**src/rtl/core/tcgr_ram.sv**
```systemverilog
module tcgr_ram #(
    parameter int WIDTH = 8,
    parameter int DEPTH = 16,
    localparam int AW = (DEPTH > 1) ? $clog2(DEPTH) : 1
) (
    input  logic             i_clk,
    input  logic             i_we,
    input  logic [AW-1:0]    i_waddr,
    input  logic [WIDTH-1:0] i_wdata,
    input  logic             i_re,
    input  logic [AW-1:0]    i_raddr,
    output logic [WIDTH-1:0] o_rdata
);

    logic [WIDTH-1:0] r_mem [DEPTH];
    logic [WIDTH-1:0] r_rdata;

    always_ff @(posedge i_clk) begin
        if (i_we) begin
            r_mem[i_waddr] <= i_wdata;
        end
        if (i_re) begin
            r_rdata <= r_mem[i_raddr];
        end
    end

    assign o_rdata = r_rdata;

endmodule

```
**config.mk**
```make
export PLATFORM = sky130hd
export DESIGN_NAME = tcgr_ram
export DESIGN_NICKNAME = d
export VERILOG_FILES = /design/src/rtl/core/tcgr_ram.sv
export SDC_FILE = /design/constraint.sdc
export NUM_CORES = 1
export LEC_CHECK = 0
export BUFFER_PORTS_ARGS = -buffer_cell sky130_fd_sc_hd__buf_2
export CORE_UTILIZATION = 60
export CTS_BUF_LIST = sky130_fd_sc_hd__clkbuf_16
export CTS_CLUSTER_SIZE = 40
export DETAILED_ROUTE_END_ITERATION = 16
export PLACE_DENSITY = 0.75
export SYNTH_ARGS = -nofsm -noshare
export SYNTH_HDL_FRONTEND = slang
export SYNTH_SLANG_ARGS = --single-unit
```
**constraint.sdc**
```tcl
create_clock -name i_clk -period 2.7 [get_ports i_clk]
set_clock_uncertainty 0.1 [all_clocks]
set_input_delay 0.54 -clock i_clk [delete_from_list [all_inputs] [get_ports i_clk]]
set_output_delay 0.54 -clock i_clk [all_outputs]
set_load 0.03 [all_outputs]
```
# After elaboration in Yosys (flattened, before gate mapping)
# Memory sizes are Yosys's and may differ from the RTL's. A register that Yosys moved wholly into a read port is not among the register bits.
# Cells that the tools add are included.
dict set report op_classes {
  n_mux 2
}
# operator n
set ops {}
lappend ops {{$mux W1} 2}
dict set report word_totals {
  reg_bits 0
  ramBits 128
  inputBits 19
  output_inout_bits 8
  elab_cells 3
  memories 1
}
# name depth word_bits read_ports rd_ports_with_merged_regs wr line
set memory_table {}
lappend memory_table {r_mem 16 8 1 1 1 15} ;# logic [WIDTH-1:0] r_mem [DEPTH];

# Logic depth before layout (Yosys ltp)
# Gate-level depths: netlist of run 1.
dict set report depth {
  word_depth 2
  mapped_depth 5
  mapped_depth_nobuf 3
}

# Worst setup path after synthesis of run 1
# Ideal clock, no wire load.
dict set report synth_path {
  path_type {input-to-reg}
  from {input port i_waddr[2]}
  to {memory r_mem[0][0], enable pin}
  setup_time_ns 0.383
  arrival_time_ns 1.650
  required_time_ns 2.217
  setup_slack_ns 0.567
  cell_stages 2
  path_buffers 0
  path_cell_list {or3b_2 > nor3_1}
}
# item line
set synth_lines {}
lappend synth_lines {{from (decl)} 8} ;# input logic [AW-1:0] i_waddr,
lappend synth_lines {{to (decl)} 15}
# No word-level cell before the write port.

==> results.json, run 1 <==
{
  "crit_chain": "buf_2 > buf_4 > mux4_1 > a22oi_1 > nand2_1",
  "final_cell_mix": "edfxtp_1 (136), buf_2 (26), buf_4 (19), mux4_2 (18), clkbuf_16 (17)",
  "netlist-cell-type-count": 18,
  "cts-root-buf": "clkbuf_16",
  "fin_cells": 402,
  "cts_max_level": 4,
  "place_area_um2": 5565,
  "track_usage_pct": 26.34,
  "core-area_um2": 8341,
  "synthesis.nets": 248,
  "grt_max_degree": 33,
  "muxShareOfSynthArea_pct": 14.79,
  "cp-end-kind": "register",
  "grt_pass1_vias": 2496,
  "clock-sinks": 136,
  "rsz0062_at_grt": "no",
  "ir_drop_mv": 0.4966,
  "relSlewSlack_pct": 52.79,
  "num_rows": 33,
  "syn2layout_area_growth_pct": 18.17,
  "slowest_stage": "mux4_1",
  "clk_pin_slew_ns": 0.06,
  "drt_iter0_drc": 249,
  "cts_resized": 0,
  "via_count": 2576,
  "cts_made_buffers": 17,
  "hpwlAfterDp_um": 6166,
  "drive_above_1_share_pct": 31.31,
  "synth_compound_area_share_pct": 2.298,
  "dieArea_um2": 9090,
  "worstPathRequired_ns": 2.75,
  "slowest_delay_ns": 0.34,
  "worst_slew_pin_slew_ns": 0.7066,
  "gp_congestion": 0.7470,
  "path_buf_inv": 2,
  "postSynthCellCount": 229,
  "multi_input_area_um2": 1057,
  "post-cts-setup-buffers": 0,
  "via_per_inst": 6.408,
  "synth_seq_area_share_pct": 78.12,
  "path_class": "input port to register",
  "dr.pass1.iters": 5,
  "cts_max_path_buffers": 2,
  "seq_area_um2": 4084,
  "ys_ff_latch": 136,
  "worstRegToRegCells": 3,
  "p_clk_share_pct": 47.2,
  "power_mw": 4.989,
  "arrival_ns": 1.95,
  "final_common_cell": "edfxtp_1",
  "cpLargestDelayFamily": "buffers and inverters",
  "overflow": 0,
  "status": "complete, no violations",
  "start_util_pct": 62.68,
  "seq_power_share_pct": 48.0,
  "fp.dieW_um": 95.34,
  "die_h_um": 95.34,
  "holdCritPathClass": "input port to register",
  "hold_path.startpoint": "i_re",
  "synth_top_family_by_area": "multiplexers",
  "yosysWarnings": 0,
  "synthSimpleGateAreaFrac_pct": 3.135,
  "fin_ws_ns": 0.8039,
  "crit_fanout": 13,
  "hold_depth": 1,
  "clk_latency_ns": 0.41,
  "fin_crit_ns": 1.896,
  "antenna_found_initial": 0,
  "fin_crit_sh_pct": 70.22,
  "cts_tree": "done",
  "finalMaxSlewViolations": 0,
  "grt_pass1_wl_um": 15460,
  "avgSynthCellArea_um2": 22.83,
  "placedCellCount": 370,
  "synth-xor-area-share_pct": 0,
  "critPathLaunchType": "input port",
  "p_int_mw": 4.002,
  "rrSetupSlack_ns": 1.01,
  "max_freq_ghz": 0.5274,
  "r2r-start": "r_mem[1][3]",
  "fillCellCount": 455,
  "power.density_nw_per_um2": 807.6,
  "io_buffers": 26,
  "fin_area_um2": 6177,
  "power.switching_uw": 986.9,
  "wl_per_cell_um": 26.13,
  "swShare_pct": 19.78,
  "finalSetupViolCount": 0,
  "fin_nets": 303,
  "p_leak_nw": 2.120,
  "fin_setup_tns_ns": 0,
  "ant_nets": 0,
  "drv_cap": 0,
  "drc": 0,
  "wl_um": 10500,
  "antenna_cells": 0,
  "ios": 27,
  "synth_adder_area_share_pct": 0,
  "synth_area_um2": 5228,
  "min_to": "o_rdata[2]",
  "cts_hold_buf": 0,
  "finalHoldViolCount": 0,
  "post-place-ws_ns": 0.4323,
  "r2r_end": "o_rdata[3]",
  "combPwrFrac_pct": 4.8
}
## cell type report
type	count	share of cell area [%]
Multi-Input combinational cell	83	17.12
Sequential cell	136	66.11
Timing Repair Buffer	46	4.740
Tap cell	105	2.127
Clock buffer	17	6.887
Clock inverter	15	3.018
## metrics by stage
step	hold WS, ns	utilization, %
finish	0.4123	74.06
global route	0.4026	74.06
CTS	0.3999	74.06
detailed placement	0.6431	66.73
global placement	0.6293	66.73
floorplan	0.5389	-
## sequential cells by signal, summed over array words and instances, names as in the netlist
name     count
o_rdata      8
r_mem      128
## cell usage after synthesis (all sizes together)
cell,n,area [um^2]
edfxtp,136,4084
mux4,32,773.2
a22oi,16,120.1
nor2,13,48.80
nand2,9,33.78
buf,7,56.30
nor3,4,20.02
clkdlybuf4s25,3,30.03
nand2b,2,12.51
nand3b,2,15.01
and2,1,6.260
and2b,1,7.510
nand3,1,5.000
nor2b,1,6.260
or3b,1,8.760
## logic make-up after synthesis
family,after synthesis
buffers and inverters,10
and+or+nand+nor,35
AOI/OAI and AO/OA,16
DFF,136
muxes,32
## layer usage
layer	GRT usage [%]	share of wire, %	vias up
met5	0	0	-
met4	11.74	2.1	0
met3	7.974	6.9	19
met2	37.44	48	131
met1	38.11	43	1338
li1	-	-	1088
## power groups by stage
stage | sequential [mW] | combinational [mW] | clock [mW]
CTS | 2.39 | 0.240 | 2.38
global route | 2.40 | 0.256 | 2.47
global placement | 2.43 | 0.233 | 0
detailed placement | 2.44 | 0.238 | 0
finish | 2.39 | 0.239 | 2.36
floorplan | 2.45 | 0.120 | 0
## worst max path at each step
stage               slack [ns]     endpoint       start  depth (start not counted)
finish                    0.80   o_rdata[3]  i_raddr[1]                          5
global placement          0.45   o_rdata[2]  i_raddr[0]                          5
detailed placement        0.43   o_rdata[0]  i_raddr[0]                          5
global route              0.80   o_rdata[0]  i_raddr[0]                          5
CTS                       0.85   o_rdata[0]  i_raddr[0]                          5
floorplan                 0.57  r_mem[0][0]  i_waddr[2]                          2
Power figures use the tool's default switching activity.
==> run 2, diff against run 1 <==
Settings changed: CORE_UTILIZATION 60 to 54, PLACE_DENSITY 0.75 to 0.71.
Clock period 2.7 ns to 1.7 ns, I/O delays scaled along.
==> run 2 against run 1 <==
  * Worst hold slack got worse by 0.21 ns
  * Critical path depth fell by 1
  * First-iteration DRC count is 6.4% lower
  * Power increased by 57%
  * Die area is 11% higher
  * Register-to-register slack worse by 0.93 ns
  * Sequential power up 59%
  * Critical path type is now register to register
  * Via count grew 3.3%
  * Design area rose by 3.4%
  * Clock power grew 54%
==> results.json, run 2 (synthesis results as in run 1) <==
{
  "status": "complete, no violations",
  "final_cell_mix": "edfxtp_1 (136), buf_4 (39), buf_2 (26), mux4_2 (18), clkbuf_16 (17)",
  "path_class": "register to register",
  "holdCritPathClass": "input port to register",
  "fin_crit_ns": 1.618,
  "drc": 0,
  "final_common_cell": "edfxtp_1",
  "grt_pass1_wl_um": 16690,
  "die_h_um": 100.4,
  "finalSetupViolCount": 0,
  "fin_nets": 325,
  "fp.dieW_um": 100.4,
  "relSlewSlack_pct": 41.08,
  "largest_reg_flops": 128,
  "fin_crit_sh_pct": 95.16,
  "syn2layout_area_growth_pct": 22.19,
  "core-area_um2": 9328,
  "dieArea_um2": 10080,
  "clk_pin_slew_ns": 0.06,
  "via_count": 2661,
  "arrival_ns": 1.67,
  "ant_nets": 0,
  "cts_tree": "done",
  "drt_iter0_drc": 233,
  "drive_above_1_share_pct": 37.93,
  "overflow": 0,
  "cts_max_level": 4,
  "fillCellCount": 574,
  "wl_per_cell_um": 25.03,
  "finalMaxSlewViolations": 0,
  "rsz0062_at_grt": "no",
  "gp_congestion": 0.8218,
  "grt_pass1_vias": 2747,
  "power.density_nw_per_um2": 1229,
  "crit_fanout": 1,
  "clock-sinks": 136,
  "post-route-util_pct": 68.48,
  "max_freq_ghz": 0.6182,
  "worst_slew_pin_slew_ns": 0.8805,
  "antenna_found_initial": 0,
  "hpwlAfterDp_um": 6591,
  "grt_max_degree": 25,
  "clk_latency_ns": 0.41,
  "wl_um": 11210,
  "power_mw": 7.849,
  "start_util_pct": 56.04,
  "via_per_inst": 5.940,
  "p_leak_nw": 2.220,
  "fin_setup_tns_ns": 0,
  "io_buffers": 26,
  "cts_max_path_buffers": 2,
  "ir_drop_mv": 0.6820,
  "num_rows": 35,
  "critPathLaunchType": "register",
  "dr.pass1.iters": 5,
  "top_register": "r_mem",
  "cts_made_buffers": 17,
  "cp-end-kind": "register",
  "track_usage_pct": 24.82,
  "ios": 27,
  "drv_cap": 0,
  "worstPathRequired_ns": 1.75,
  "antenna_cells": 0,
  "finalHoldViolCount": 0,
  "cts-root-buf": "clkbuf_16"
}
[run 2: cell types whose count changed in the layout (fill, tap and decap cells not counted), sizes merged]
cell,change
inv,+3
bufinv,-2
clkinvlp,+1
clkinv,-2
buf,+22
[run 2: timing repair]
item | 4_1_cts | 5_1_grt
setup endpoints to repair | 0 | 1
resized for setup | 0 | 1
setup buffers | 0 | 0
hold buffers | 0 | 0
[run 2: final timing paths]
check                    start          to  slack [ns]  depth (start not counted)
hold / removal            i_re  o_rdata[4]        0.20                          1
setup / recovery   r_mem[7][6]  o_rdata[6]        0.08                          4
setup reg to reg   r_mem[7][6]  o_rdata[6]        0.08                          4
hold reg to reg   r_mem[15][2]  o_rdata[2]        0.65                          3
[run 2: critical path: stages, from the launching register on]
cell and delay (ns):
edfxtp_1 0.38, mux4_2 0.48, a22oi_1 0.18, buf_4 0.16, nand2_1 0.05
[run 2: cell type report]
| type | instances | area [um^2] | area share, % |
|---|---|---|---|
| multi-input combinational | 83 | 1067 | 16.71 |
| clock buffer | 17 | 425.4 | 6.660 |
| tap | 129 | 161.4 | 2.527 |
| sequential | 136 | 4084 | 63.94 |
| timing repair buffer | 68 | 483.0 | 7.561 |
| clock inverter | 15 | 166.4 | 2.605 |
[run 2: routing by layer]
metal | vias to the layer above | track usage [%] | routed length (um)
met5 | - | 0 | 0
met4 | 0 | 10.93 | 305
met3 | 25 | 6.407 | 726
met2 | 128 | 39.25 | 5582
met1 | 1367 | 33.03 | 4598
li1 | 1141 | - | -
[run 2: report_power, final]
part	switching, mW	internal, mW	leakage, nW
Combinational	0.242	0.181	0.702
Sequential	0.0216	3.78	1.24
Clock	1.44	2.19	0.281
Total	1.70	6.15	2.22
[run 2: through the flow]
| step | setup WS [ns] | cells | instance area, um^2 | hold slack (ns) |
|---|---|---|---|---|
| after floorplan | -0.01596 | 229 | 5240 | 0.3389 |
| after global placement | -0.2803 | 416 | 5791 | 0.6089 |
| after detailed placement | -0.2913 | 416 | 5791 | 0.6103 |
| after CTS | 0.03882 | 448 | 6382 | 0.1853 |
| after global routing | 0.02395 | 448 | 6387 | 0.1861 |
| final | 0.08232 | 448 | 6387 | 0.2010 |
